### config.mk
export PLATFORM = sky130hd
export DESIGN_NAME = utf8_to_utf16_decoder_flat
export DESIGN_NICKNAME = d
export VERILOG_FILES = /design/src/hdl/u8u16_pkg.sv /design/src/hdl/u8u16_if.sv /design/src/hdl/utf8_to_utf16_decoder.sv /design/src/hdl/u8u16_core.sv /design/src/hdl/u8u16_queue.sv /design/src/flat_wrapper.sv
export SDC_FILE = /design/constraint.sdc
export NUM_CORES = 1
export LEC_CHECK = 0
export ABC_AREA = 1
export CORE_MARGIN = 2
export CORE_UTILIZATION = 64
export CTS_BUF_LIST = sky130_fd_sc_hd__clkbuf_16
export DETAILED_ROUTE_END_ITERATION = 8
export DONT_BUFFER_PORTS = 1
export GPL_ROUTABILITY_DRIVEN = 0
export PLACE_DENSITY = 0.79
export SYNTH_ARGS = -nofsm -noshare
export SYNTH_HDL_FRONTEND = slang
export SYNTH_SLANG_ARGS = --single-unit
### constraint.sdc
create_clock -name clk_i -period 5.65 [get_ports clk_i]
set_input_delay 0.2825 -clock clk_i [delete_from_list [all_inputs] [get_ports clk_i]]
set_output_delay 0.2825 -clock clk_i [all_outputs]
set_load 0.005 [all_outputs]
### src/hdl/u8u16_pkg.sv
`timescale 1ns / 1ps
// ----------------------------------------------------------------------------
// u8u16_pkg
// Shared types and constants of the UTF-8 to UTF-16 decoder.
// ----------------------------------------------------------------------------
`default_nettype none

package u8u16_pkg;

  localparam logic [15:0] BAD_UNIT       = 16'hFFFC;
  localparam int unsigned CFG_IDX_W      = 1;
  localparam int unsigned CFG_DATA_W     = 16;
  localparam int unsigned QUEUE_DEPTH    = 4;
  localparam int unsigned QPTR_W         = $clog2(QUEUE_DEPTH);

  localparam logic [CFG_IDX_W-1:0] CFG_STOP_AT_NUL   = 1'b0;
  localparam logic [CFG_IDX_W-1:0] CFG_UNIT_CAPACITY = 1'b1;

  typedef enum logic [1:0] {
    STOP_CLEAN      = 2'd0,
    STOP_INCOMPLETE = 2'd1,
    STOP_CAPACITY   = 2'd2,
    STOP_NUL        = 2'd3
  } stop_e;

  typedef struct packed {
    logic        stop_at_nul;
    logic [15:0] unit_capacity;
  } cfg_t;

  typedef struct packed {
    logic [15:0] code_unit;
    logic        is_summary;
    stop_e       stop_reason;
    logic [31:0] bytes_consumed;
    logic [15:0] units_written;
    logic        run_end;
  } result_t;

  typedef struct packed {
    logic [1:0] count;
    result_t    r0;
    result_t    r1;
  } push_t;

endpackage

`default_nettype wire

### src/hdl/u8u16_if.sv
`timescale 1ns / 1ps
// ----------------------------------------------------------------------------
// u8u16 channel interfaces
// Valid/ready channels for input bytes and decoded results.
// ----------------------------------------------------------------------------
`default_nettype none

interface u8u16_byte_if;
  logic       valid;
  logic       ready;
  logic [7:0] data_byte;
  logic       last_byte;

  modport source (output valid, output data_byte, output last_byte, input ready);
  modport sink   (input valid, input data_byte, input last_byte, output ready);
endinterface

interface u8u16_result_if;
  logic        valid;
  logic        ready;
  logic [15:0] code_unit;
  logic        is_summary;
  logic [1:0]  stop_reason;
  logic [31:0] bytes_consumed;
  logic [15:0] units_written;
  logic        run_end;

  modport source (output valid, output code_unit, output is_summary, output stop_reason,
                  output bytes_consumed, output units_written, output run_end,
                  input ready);
  modport sink   (input valid, input code_unit, input is_summary, input stop_reason,
                  input bytes_consumed, input units_written, input run_end,
                  output ready);
endinterface

`default_nettype wire

### src/hdl/utf8_to_utf16_decoder.sv
`timescale 1ns / 1ps
// ----------------------------------------------------------------------------
// utf8_to_utf16_decoder
// UTF-8 byte stream in, UTF-16 code units and per-buffer summaries out.
//
// in_i carries one UTF-8 byte per transfer; last_byte closes a buffer.
// out_o carries results: decoded units, NUL terminators and, for the last
// byte of each buffer, a summary with stop reason and saturating counts.
// run_end marks the last result produced by a byte.
// The cfg port writes stop_at_nul (index 0) and unit_capacity (index 1);
// write only while the block is idle.
// A byte is registered on acceptance and decoded into the result queue once
// the queue has room; its results leave on out_o behind any older ones. One
// byte per cycle is taken as long as the 4-entry result queue has room for
// two results; a byte giving two results (unit plus summary) needs two
// output transfers, so output bandwidth sets the rate.
// When the receiver stalls, the queue fills and in_i.ready drops.
// Reset empties the queue, clears all buffer state and sets stop_at_nul to
// 0 and unit_capacity to 65535.
// ----------------------------------------------------------------------------
`default_nettype none

module utf8_to_utf16_decoder (
  input  wire                            clk_i,
  input  wire                            rst_ni,
  u8u16_byte_if.sink                     in_i,
  u8u16_result_if.source                 out_o,
  input  wire                            cfg_we_i,
  input  wire [u8u16_pkg::CFG_IDX_W-1:0] cfg_idx_i,
  input  wire [u8u16_pkg::CFG_DATA_W-1:0] cfg_data_i
);
  import u8u16_pkg::*;

  cfg_t       cfg_q;
  logic       in_v_q;
  logic [7:0] byte_q;
  logic       last_q;
  logic       step, space, in_take;
  push_t      push;
  result_t    head;

  assign step     = in_v_q && space;
  assign in_i.ready = !in_v_q || step;
  assign in_take  = in_i.valid && in_i.ready;

  always_ff @(posedge clk_i or negedge rst_ni) begin
    if (!rst_ni) begin
      cfg_q.stop_at_nul   <= 1'b0;
      cfg_q.unit_capacity <= 16'hFFFF;
    end else if (cfg_we_i) begin
      unique case (cfg_idx_i)
        CFG_STOP_AT_NUL:   cfg_q.stop_at_nul   <= cfg_data_i[0];
        CFG_UNIT_CAPACITY: cfg_q.unit_capacity <= cfg_data_i[15:0];
        default: ;
      endcase
    end
  end

  always_ff @(posedge clk_i or negedge rst_ni) begin
    if (!rst_ni) begin
      in_v_q <= 1'b0;
    end else if (in_take) begin
      in_v_q <= 1'b1;
    end else if (step) begin
      in_v_q <= 1'b0;
    end
  end

  always_ff @(posedge clk_i) begin
    if (in_take) begin
      byte_q <= in_i.data_byte;
      last_q <= in_i.last_byte;
    end
  end

  u8u16_core u_core (
    .clk_i       (clk_i),
    .rst_ni      (rst_ni),
    .cfg_i       (cfg_q),
    .step_i      (step),
    .data_byte_i (byte_q),
    .last_byte_i (last_q),
    .push_o      (push)
  );

  u8u16_queue u_queue (
    .clk_i   (clk_i),
    .rst_ni  (rst_ni),
    .push_i  (push),
    .space_o (space),
    .valid_o (out_o.valid),
    .ready_i (out_o.ready),
    .head_o  (head)
  );

  assign out_o.code_unit      = head.code_unit;
  assign out_o.is_summary     = head.is_summary;
  assign out_o.stop_reason    = head.stop_reason;
  assign out_o.bytes_consumed = head.bytes_consumed;
  assign out_o.units_written  = head.units_written;
  assign out_o.run_end        = head.run_end;

endmodule

`default_nettype wire

### src/hdl/u8u16_core.sv
`timescale 1ns / 1ps
// ----------------------------------------------------------------------------
// u8u16_core
// Per-byte decode step: sequence state, counters and up to two results.
// ----------------------------------------------------------------------------
`default_nettype none

module u8u16_core (
  input  wire                   clk_i,
  input  wire                   rst_ni,
  input  u8u16_pkg::cfg_t       cfg_i,
  input  wire                   step_i,
  input  wire  [7:0]            data_byte_i,
  input  wire                   last_byte_i,
  output u8u16_pkg::push_t      push_o
);
  import u8u16_pkg::*;

  logic        halted_q, halted_d;
  logic [2:0]  left_q, left_d;
  logic [2:0]  len_q, len_d;
  logic [15:0] pv_q, pv_d;
  logic        inv_q, inv_d;
  logic [31:0] bt_q, bt_d;
  logic [15:0] ut_q, ut_d;
  stop_e       stop_q, stop_d;

  logic        n_halted, n_inv, c_inv;
  logic [2:0]  n_left, n_len, nbytes;
  logic [15:0] n_pv, n_ut, elem_val;
  logic [31:0] n_bt;
  logic [32:0] bsum;
  stop_e       n_stop;
  logic        unit_v, term_v, elem_v;
  result_t     elem_r, sum_r;
  logic        nul_b;

  always_comb begin
    n_halted = halted_q;
    n_left   = left_q;
    n_len    = len_q;
    n_pv     = pv_q;
    n_inv    = inv_q;
    n_stop   = stop_q;
    unit_v   = 1'b0;
    term_v   = 1'b0;
    elem_val = '0;
    nbytes   = '0;
    c_inv    = 1'b0;
    nul_b    = cfg_i.stop_at_nul && (data_byte_i == 8'h00);

    if (!halted_q) begin
      if (left_q == 3'd0) begin
        if (ut_q >= cfg_i.unit_capacity) begin
          n_halted = 1'b1;
          n_stop   = STOP_CAPACITY;
        end else if (nul_b) begin
          n_halted = 1'b1;
          n_stop   = STOP_NUL;
          term_v   = 1'b1;
        end else if (!data_byte_i[7]) begin
          unit_v   = 1'b1;
          elem_val = {8'h00, data_byte_i};
          nbytes   = 3'd1;
        end else if (data_byte_i < 8'hE0) begin
          n_len  = 3'd2;
          n_left = 3'd1;
          n_pv   = {11'b0, data_byte_i[4:0]};
          n_inv  = 1'b0;
        end else if (data_byte_i < 8'hF0) begin
          n_len  = 3'd3;
          n_left = 3'd2;
          n_pv   = {12'b0, data_byte_i[3:0]};
          n_inv  = 1'b0;
        end else if (data_byte_i < 8'hFE) begin
          n_len  = (data_byte_i < 8'hF8) ? 3'd4 : (data_byte_i < 8'hFC) ? 3'd5 : 3'd6;
          n_left = n_len - 3'd1;
          n_pv   = '0;
          n_inv  = 1'b1;
        end else begin
          unit_v   = 1'b1;
          elem_val = BAD_UNIT;
          nbytes   = 3'd1;
        end
      end else if (nul_b) begin
        n_halted = 1'b1;
        n_stop   = STOP_INCOMPLETE;
        n_left   = 3'd0;
        term_v   = (ut_q < cfg_i.unit_capacity);
      end else begin
        c_inv  = inv_q | (data_byte_i[7:6] != 2'b10);
        n_inv  = c_inv;
        n_pv   = {pv_q[9:0], data_byte_i[5:0]};
        n_left = left_q - 3'd1;
        if (left_q == 3'd1) begin
          unit_v   = 1'b1;
          elem_val = c_inv ? BAD_UNIT : n_pv;
          nbytes   = len_q;
        end
      end
    end

    bsum = {1'b0, bt_q} + {30'b0, nbytes};
    n_bt = bt_q;
    n_ut = ut_q;
    if (unit_v) begin
      n_bt = bsum[32] ? 32'hFFFF_FFFF : bsum[31:0];
      n_ut = (ut_q != 16'hFFFF) ? ut_q + 16'd1 : ut_q;
    end
    if (last_byte_i && !n_halted && (n_left != 3'd0)) begin
      n_stop = STOP_INCOMPLETE;
    end

    elem_v = unit_v | term_v;

    elem_r                = '0;
    elem_r.code_unit      = elem_val;
    elem_r.stop_reason    = STOP_CLEAN;
    elem_r.run_end        = !last_byte_i;

    sum_r                 = '0;
    sum_r.is_summary      = 1'b1;
    sum_r.stop_reason     = n_stop;
    sum_r.bytes_consumed  = n_bt;
    sum_r.units_written   = n_ut;
    sum_r.run_end         = 1'b1;

    push_o.r0    = elem_v ? elem_r : sum_r;
    push_o.r1    = sum_r;
    push_o.count = {1'b0, elem_v} + {1'b0, last_byte_i};
    if (!step_i) begin
      push_o.count = 2'd0;
    end

    if (last_byte_i) begin
      halted_d = 1'b0;
      left_d   = '0;
      len_d    = '0;
      pv_d     = '0;
      inv_d    = 1'b0;
      bt_d     = '0;
      ut_d     = '0;
      stop_d   = STOP_CLEAN;
    end else begin
      halted_d = n_halted;
      left_d   = n_left;
      len_d    = n_len;
      pv_d     = n_pv;
      inv_d    = n_inv;
      bt_d     = n_bt;
      ut_d     = n_ut;
      stop_d   = n_stop;
    end
  end

  always_ff @(posedge clk_i or negedge rst_ni) begin
    if (!rst_ni) begin
      halted_q <= 1'b0;
      left_q   <= '0;
      len_q    <= '0;
      pv_q     <= '0;
      inv_q    <= 1'b0;
      bt_q     <= '0;
      ut_q     <= '0;
      stop_q   <= STOP_CLEAN;
    end else if (step_i) begin
      halted_q <= halted_d;
      left_q   <= left_d;
      len_q    <= len_d;
      pv_q     <= pv_d;
      inv_q    <= inv_d;
      bt_q     <= bt_d;
      ut_q     <= ut_d;
      stop_q   <= stop_d;
    end
  end

endmodule

`default_nettype wire

### src/hdl/u8u16_queue.sv
`timescale 1ns / 1ps
// ----------------------------------------------------------------------------
// u8u16_queue
// Result queue: takes up to two results a cycle, hands out one while ready.
// ----------------------------------------------------------------------------
`default_nettype none

module u8u16_queue (
  input  wire                   clk_i,
  input  wire                   rst_ni,
  input  u8u16_pkg::push_t      push_i,
  output logic                  space_o,
  output logic                  valid_o,
  input  wire                   ready_i,
  output u8u16_pkg::result_t    head_o
);
  import u8u16_pkg::*;

  localparam logic [QPTR_W:0] ROOM_LEVEL = (QPTR_W+1)'(QUEUE_DEPTH - 2);

  result_t           mem_q [QUEUE_DEPTH];
  logic [QPTR_W-1:0] wr_q, wr_d, rd_q, rd_d, wr_nxt;
  logic [QPTR_W:0]   cnt_q, cnt_d;
  logic              pop;

  assign wr_nxt  = wr_q + QPTR_W'(1);
  assign valid_o = (cnt_q != '0);
  assign head_o  = mem_q[rd_q];
  assign space_o = (cnt_q <= ROOM_LEVEL);
  assign pop     = valid_o && ready_i;

  always_comb begin
    wr_d  = wr_q + QPTR_W'(push_i.count);
    rd_d  = pop ? rd_q + QPTR_W'(1) : rd_q;
    cnt_d = cnt_q + (QPTR_W+1)'(push_i.count) - (QPTR_W+1)'(pop);
  end

  always_ff @(posedge clk_i) begin
    if (push_i.count != 2'd0) begin
      mem_q[wr_q] <= push_i.r0;
    end
    if (push_i.count == 2'd2) begin
      mem_q[wr_nxt] <= push_i.r1;
    end
  end

  always_ff @(posedge clk_i or negedge rst_ni) begin
    if (!rst_ni) begin
      wr_q  <= '0;
      rd_q  <= '0;
      cnt_q <= '0;
    end else begin
      wr_q  <= wr_d;
      rd_q  <= rd_d;
      cnt_q <= cnt_d;
    end
  end

endmodule

`default_nettype wire

### src/flat_wrapper.sv
// flat-port wrapper written by rule: the top's interface ports become plain ports
module utf8_to_utf16_decoder_flat import u8u16_pkg::*;
  (clk_i, rst_ni, cfg_we_i, cfg_idx_i, cfg_data_i, in_i_valid, in_i_data_byte, in_i_last_byte, in_i_ready, out_o_valid, out_o_code_unit, out_o_is_summary, out_o_stop_reason, out_o_bytes_consumed, out_o_units_written, out_o_run_end, out_o_ready);
  u8u16_byte_if in_i_i ();
  u8u16_result_if out_o_i ();
  input  wire clk_i;
  input  wire rst_ni;
  input  wire cfg_we_i;
  input  wire [u8u16_pkg::CFG_IDX_W-1:0] cfg_idx_i;
  input  wire [u8u16_pkg::CFG_DATA_W-1:0] cfg_data_i;
  input wire logic [$bits(in_i_i.valid)-1:0] in_i_valid;
  input wire logic [$bits(in_i_i.data_byte)-1:0] in_i_data_byte;
  input wire logic [$bits(in_i_i.last_byte)-1:0] in_i_last_byte;
  output wire logic [$bits(in_i_i.ready)-1:0] in_i_ready;
  output wire logic [$bits(out_o_i.valid)-1:0] out_o_valid;
  output wire logic [$bits(out_o_i.code_unit)-1:0] out_o_code_unit;
  output wire logic [$bits(out_o_i.is_summary)-1:0] out_o_is_summary;
  output wire logic [$bits(out_o_i.stop_reason)-1:0] out_o_stop_reason;
  output wire logic [$bits(out_o_i.bytes_consumed)-1:0] out_o_bytes_consumed;
  output wire logic [$bits(out_o_i.units_written)-1:0] out_o_units_written;
  output wire logic [$bits(out_o_i.run_end)-1:0] out_o_run_end;
  input wire logic [$bits(out_o_i.ready)-1:0] out_o_ready;
  assign in_i_i.valid = in_i_valid;
  assign in_i_i.data_byte = in_i_data_byte;
  assign in_i_i.last_byte = in_i_last_byte;
  assign in_i_ready = in_i_i.ready;
  assign out_o_valid = out_o_i.valid;
  assign out_o_code_unit = out_o_i.code_unit;
  assign out_o_is_summary = out_o_i.is_summary;
  assign out_o_stop_reason = out_o_i.stop_reason;
  assign out_o_bytes_consumed = out_o_i.bytes_consumed;
  assign out_o_units_written = out_o_i.units_written;
  assign out_o_run_end = out_o_i.run_end;
  assign out_o_i.ready = out_o_ready;
  utf8_to_utf16_decoder u_core (.clk_i(clk_i), .rst_ni(rst_ni), .in_i(in_i_i), .out_o(out_o_i), .cfg_we_i(cfg_we_i), .cfg_idx_i(cfg_idx_i), .cfg_data_i(cfg_data_i));
endmodule
Word-level counts from Yosys, hierarchy flattened
Memories as Yosys holds them, arrays and structs flattened.
Cells that the tools add are included.
- output and inout port bits: 70
- bits in writable memories: 272
- input port bits: 31
- memories kept: 1
- logic and storage cells: 175
- bits in registers: 102
- memory list (memory ; depth ; bits a word ; read ports ; clocked after Yosys merged registers in ; wr ports ; RTL line ; RTL):
    u_core.u_queue.mem_q ; 4 ; 68 ; 1 ; 0 ; 2 ; u8u16_queue.sv:21 ; result_t mem_q [QUEUE_DEPTH];
- reduce and logical (&&, ||, !) cells: 23
- $lt $le $gt $ge: 8
- equality and inequality tests: 12
- $add $sub $neg: 10
- muxes and demuxes: 102
- bitwise operators: 3
- operator list (cell ; count):
    16-bit 2-to-1 mux ; 14
    10-bit 2-to-1 mux ; 10
    32-bit 2-to-1 mux ; 3
    3-bit 2-to-1 mux ; 23
    68-bit 2-to-1 mux ; 1
    1-bit 2-to-1 mux ; 41
    8-bit < comparator (second input constant) ; 5
    32-bit by 3-bit adder with 33-bit output ; 1
    2-bit 2-to-1 mux ; 10
    16-bit by 1-bit adder with 16-bit output (second input constant) ; 1
    16-bit >= comparator ; 1
    16-bit < comparator ; 1
    16-bit inequality test (second input constant) ; 1
    7-bit AND reduction ; 2
    3-bit by 1-bit inequality test with 1-bit output (second input constant) ; 3
    8-bit zero test ; 1
    2-bit nonzero test ; 4
    1-bit logical AND ; 6
    2-bit by 1-bit inequality test with 1-bit output (second input constant) ; 3
    3-bit nonzero test ; 2
    3-bit by 1-bit subtractor with 3-bit output (second input constant) ; 2
    5-bit by 1-bit inequality test with 1-bit output (second input constant) ; 1
    2-bit by 1-bit adder with 2-bit output (second input constant) ; 2
    2-bit AND reduction ; 2
    15 further kinds ; 18

Logic depth before layout (Yosys ltp)
- depth after elaboration: 16
- mapped depth: 29

Modules after synthesis
Synthesis repeated with hierarchy kept, for this count alone.
- cell total of the unflattened synthesis: 3045
- area total of the unflattened synthesis: 22541.6 um^2
- by module, submodules not included (module ; sequential area each (um^2) ; area each (um^2) ; cells an instance ; instances):
    u8u16_queue ; 8343.0 ; 14823.0 ; 1827 ; 1
    u8u16_core ; 1701.6 ; 6640.1 ; 1125 ; 1
    utf8_to_utf16_decoder ; 740.7 ; 1078.5 ; 93 ; 1

Worst setup path before layout
Ideal clock, no wire load.
- path kind: register to register
- start point: reg u_core.cfg_q[15] in the netlist's numbering
- end point: mem u_core.u_queue.mem_q[2][59] in the netlist's numbering
- arrival: 4.310 ns
- path buffers: 1
- slack: 1.224 ns
- cell stages (with the launch flop): 21
- period minus slack after synthesis: 4.426 ns
- path through: dfstp_2 -> inv_1 -> ha_1 -> nand2_1 -> nor2_2 -> nor3b_4 -> nand2_2 -> nand3_2 -> o21ai_2 -> nand2_2 -> nand2_2 -> ha_1 -> inv_1 -> nor2_2 -> nor2_2 -> nor2_1 -> inv_1 -> nand2_1 -> inv_2 -> buf_2 -> a22o_1
- RTL lines (item ; RTL line ; RTL):
    start, declared ; utf8_to_utf16_decoder.sv:34 ; cfg_t cfg_q;
    end, declared ; u8u16_queue.sv:21 ;

==> summary.md <==
| Metric | Value |
|---|---|
| NetSw | `5.051 mW` |
| H-tree Lvls | `2` |
| Distinct cells, synth | `50` |
| Crit path max fanout | `27` |
| Post-Place Cells | `2348` |
| Peak per-stage delay on the critical path | `between 0.4 and 0.5 ns` |
| Die H | `between 150 and 200 microns` |
| R2R Setup Slk | `around 0.74 ns` |
| Startpoint Class | `flip-flop` |
| Global Route Usage Sum | `between 30% and 40%` |
| Grt ovf | `0` |
| Peak VDD IR | `approximately 0.0004 V` |
| Critical Path AT | `roughly 5.3 ns` |
| Clk network pwr share | `between 20% and 30%` |
| Max Clock Freq | `203.8 MHz` |
| Final hold vios | `0` |
| Std cell rows | `between 60 and 70` |
| Hold Crit Class | `input pin to flip-flop` |
| Layout cells sized above 1 | `9.003%` |
| Crit path max-delay cell type | `nand2_1` |
| Most used cell, CP | `nand2_1` |
| Area of the mapped netlist | `around 0.018 sq mm` |
| Largest cells by area after synthesis | `edfxtp_1 (34%), dfrtp_1 (10%), nor2_1 (8.3%)` |
| Number of CTS-inserted buffers | `39` |
| Root Buffer | `clkbuf_16` |
| Worst-Skew Late Latency | `around 0.55 ns` |
| Buf+Inv Stages, Crit Path | `4` |
| Hold_sp | `out_o_ready` |
| Final Setup Violations | `0` |
| Antenna cells | `0` |
| Die W | `between 150 and 200 microns` |
| I/O pin count | `approximately 100` |
| Avg WL per Cell | `~20 microns` |
| Req. time, crit path | `6.02 ns` |
| Cell count after synthesis | `between 2k and 2.5k` |
| Syn Nets | `2117` |
| Synth top area share | `approximately a third` |
| Vias in the first global route | `around 15k` |
| Vias per cell | `between 6 and 7` |
| Delay-heaviest family, CP | `simple AND/OR/NAND/NOR gates` |
| Initial antenna violation count | `0` |
| Core ar. | `about 0.029 sq mm` |
| R2R Path End | `u_core.u_queue.mem_q[2][20]$_DFFE_PP_` |
| Worst-Margin Slew | `1.420 ns` |
| WHS Path Cells | `3` |
| RSZ-0062 raised after global routing | `no` |
| Final Cycle Share | `between 80 and 90%` |
| Critical path class | `flip-flop to flip-flop` |
| First-pass GRT wire length | `79.99 mm` |
| Status | `completed` |
| CTS tree | `done` |
| Starting DRT DRC Count | `1953` |
| Power, Total | `around 12 mW` |
| Final core area utilization | `around 71%` |
| Area delta synth->final | `9.814%` |
| Clock Skews | `just over 0.04 ns` |
| Crit. End Element | `flip-flop` |
| Worst-path cell chain | `inv_1 > ha_1 > nand2_1 > clkinv_1 > o21ai_2 > nand2_2 > a21oi_1 > ha_1 > fa_1 > a21oi_1 > nor2_1 > nand2_1 > nor2_1 > nand2_2 > inv_2 > o311ai_0 > nand2_1 > inv_1 > o21ai_0` |
| Sum Neg Setup Slack | `0 ns` |
| Port Buf Inserts | `0` |
| Synth area leader | `edfxtp_1` |
| Setup Buffers After CTS | `0` |
| WL final | `50.02 mm` |
| Clk sinks | `around 370` |
| R2R Path Start | `u_core.u_core.left_q[0]$_DFFE_PN0P_` |
| Final min period | `approximately 5 ns` |
| Design area | `around 0.02 sq mm` |
| Hold buffers post-CTS | `30` |
| Post-cts sizing count | `0` |
| ANT nets after route | `0` |
| Reg clk slew, reported paths | `roughly 0.06 ns` |
| Switching Fraction | `between 40% and 50%` |
| Worst reg2reg path depth | `19` |
| PD cells | `572.9 mW/mm^2` |
| Maximum root-to-sink buffer count | `3` |
| Final std cells w/o fill | `about 2.5k` |
| Combinational power share | `41.3%` |
| Slew HR | `4.964%` |
| DR DRC count | `0` |
| WHS Endpoint | `u_core.u_queue.rd_q[1]$_DFFE_PN0P_` |
| Seq pwr share | `a little over a third` |
| Largest net degree at the start of global routing | `94` |
| 1st-pass router iterations | `5` |
| Register area share after synthesis | `between 50% and 60%` |
| Syn Area/Cell | `8.967 sq um` |
| Initial Util | `approximately 65%` |
| Vias | `15.24k` |
| Max Cap Viol | `0` |
| Static leakage | `between 7 and 8 nW` |
| Hpwl dp | `30.46 mm` |
| Pins over their slew limit | `0` |
| Syn. warnings | `0` |
| Synthesized flop and latch total | `374` |
| Final #Nets | `2096` |
| P_int | `~6.5 mW` |
| Die area | `just over 0.03 sq mm` |
| Post-DP Area | `between 0.015 and 0.02 sq mm` |
-- power groups by stage --
stage	clock [mW]	combinational (mW)	sequential, mW
CTS	2.67	4.70	4.13
detailed placement	0	4.64	4.18
global route	2.79	5.18	4.22
global placement	0	4.51	4.16
floorplan	0	3.39	4.03
finish	2.67	4.79	4.15
-- flip-flops by register name (all words and copies together) (netlist names) --
register / flops
u_core.u_core.inv_q: 1
u_core.u_queue.wr_q: 2
u_core.u_core.ut_q: 16
u_core.u_core.len_q: 3
u_core.u_queue.mem_q: 272
u_core.u_queue.cnt_q: 3
u_core.u_core.stop_q: 2
u_core.in_v_q: 1
u_core.u_core.bt_q: 32
u_core.u_core.pv_q: 10
u_core.last_q: 1
u_core.byte_q: 8
u_core.u_core.halted_q: 1
u_core.cfg_q: 17
u_core.u_core.left_q: 3
u_core.u_queue.rd_q: 2
-- layout make-up --
class | count | area, sq um
Multi-Input combinational cell | 1389 | 7197
Fill cell | 2179 | 8302
Clock inverter | 31 | 309.0
Tap cell | 384 | 480.5
Timing Repair Buffer | 50 | 480.5
Clock buffer | 41 | 1026
Inverter | 181 | 683.2
Sequential cell | 374 | 10070
-- cells by family (layout without fill, tap and decap cells) --
kind of cell,count (synthesis),after routing,synth area share (%)
AOI/OAI and AO/OA,474,474,15.77
DFF,374,374,54.59
buffers and inverters,293,303,6.549
adders and majority gates,30,30,2.117
and+or+nand+nor,846,846,19.12
xor gates and xnor gates,39,39,1.853
-- Yosys cell counts (all sizes together) --
cell / number
o32ai: 1
clkbuf: 67
nor3b: 3
dfxtp: 72
a31oi: 2
dfstp: 16
nor4: 8
a21o: 1
clkinv: 4
buf: 45
o22a: 1
nand3b: 2
a21boi: 1
o21ai: 232
o311ai: 6
nor3: 25
xor2: 35
o211ai: 19
dfrtp: 77
nand2: 282
nand4: 19
nand3: 84
a21oi: 44
inv: 177
nor2: 422
o31ai: 1
edfxtp: 209
fa: 2
or2: 1
o22ai: 106
o21bai: 4
a22o: 56
xnor2: 4
ha: 28
-- worst reg2reg max path, delay by kind of cell (launching register included) --
family,cells,cell delay (ns)
adder cells (fa/ha/maj),3,0.73
AND/OR/NAND/NOR,7,1.65
AO/OA/AOI/OAI,5,0.89
flip-flops,1,0.35
buffers and inverters,4,1.12
-- placed cells by master, fill, tap and decap left out, drive strengths merged, types with 19 or more instances in the layout --
| master | count |
|---|---|
| dlygate4sd3 | 29 |
| dfxtp | 72 |
| a22o | 56 |
| xor2 | 35 |
| clkbuf | 41 |
| o21ai | 232 |
| edfxtp | 209 |
| nand3 | 84 |
| o211ai | 19 |
| a21oi | 44 |
| dfrtp | 77 |
| nand4 | 19 |
| ha | 28 |
| nor3 | 25 |
| nand2 | 282 |
| buf | 21 |
| o22ai | 106 |
| nor2 | 422 |
| inv | 187 |
-- stage by stage --
step,setup WS (ns),hold slack (ns)
2_1_floorplan,1.224,-0.01309
3_3_place_gp,0.9541,-0.01107
3_5_place_dp,0.7896,-0.009955
4_1_cts,0.7926,0.08193
5_1_grt,0.3557,0.1279
6_report,0.7429,0.1067
-- per-layer routing --
layer / vias to the layer above / wire [microns] / track usage (%)
met2: 915 / 23320 / 53.62
li1: 7007 / - / -
met5: - / 0 / 0
met3: 106 / 5353 / 6.447
met4: 0 / 1097 / 10.43
met1: 7209 / 20250 / 46.48
-- worst max path at each step --
| stage | from | endpoint | slack, ns | cells past startpoint |
|---|---|---|---|---|
| floorplan | u_core.cfg_q[15]$_DFFE_PN1P_ | u_core.u_queue.mem_q[2][59]$_SDFFE_PP0P_ | 1.22 | 20 |
| global placement | u_core.cfg_q[15]$_DFFE_PN1P_ | u_core.u_queue.mem_q[3][64]$_SDFFE_PP0P_ | 0.95 | 20 |
| detailed placement | u_core.cfg_q[15]$_DFFE_PN1P_ | u_core.u_queue.mem_q[3][55]$_SDFFE_PP0P_ | 0.79 | 20 |
| CTS | u_core.cfg_q[15]$_DFFE_PN1P_ | u_core.u_queue.mem_q[3][55]$_SDFFE_PP0P_ | 0.79 | 20 |
| global route | u_core.cfg_q[15]$_DFFE_PN1P_ | u_core.u_queue.mem_q[2][20]$_DFFE_PP_ | 0.36 | 22 |
| finish | u_core.u_core.left_q[0]$_DFFE_PN0P_ | u_core.u_queue.mem_q[2][20]$_DFFE_PP_ | 0.74 | 19 |
Power figures use the tool's default switching activity.
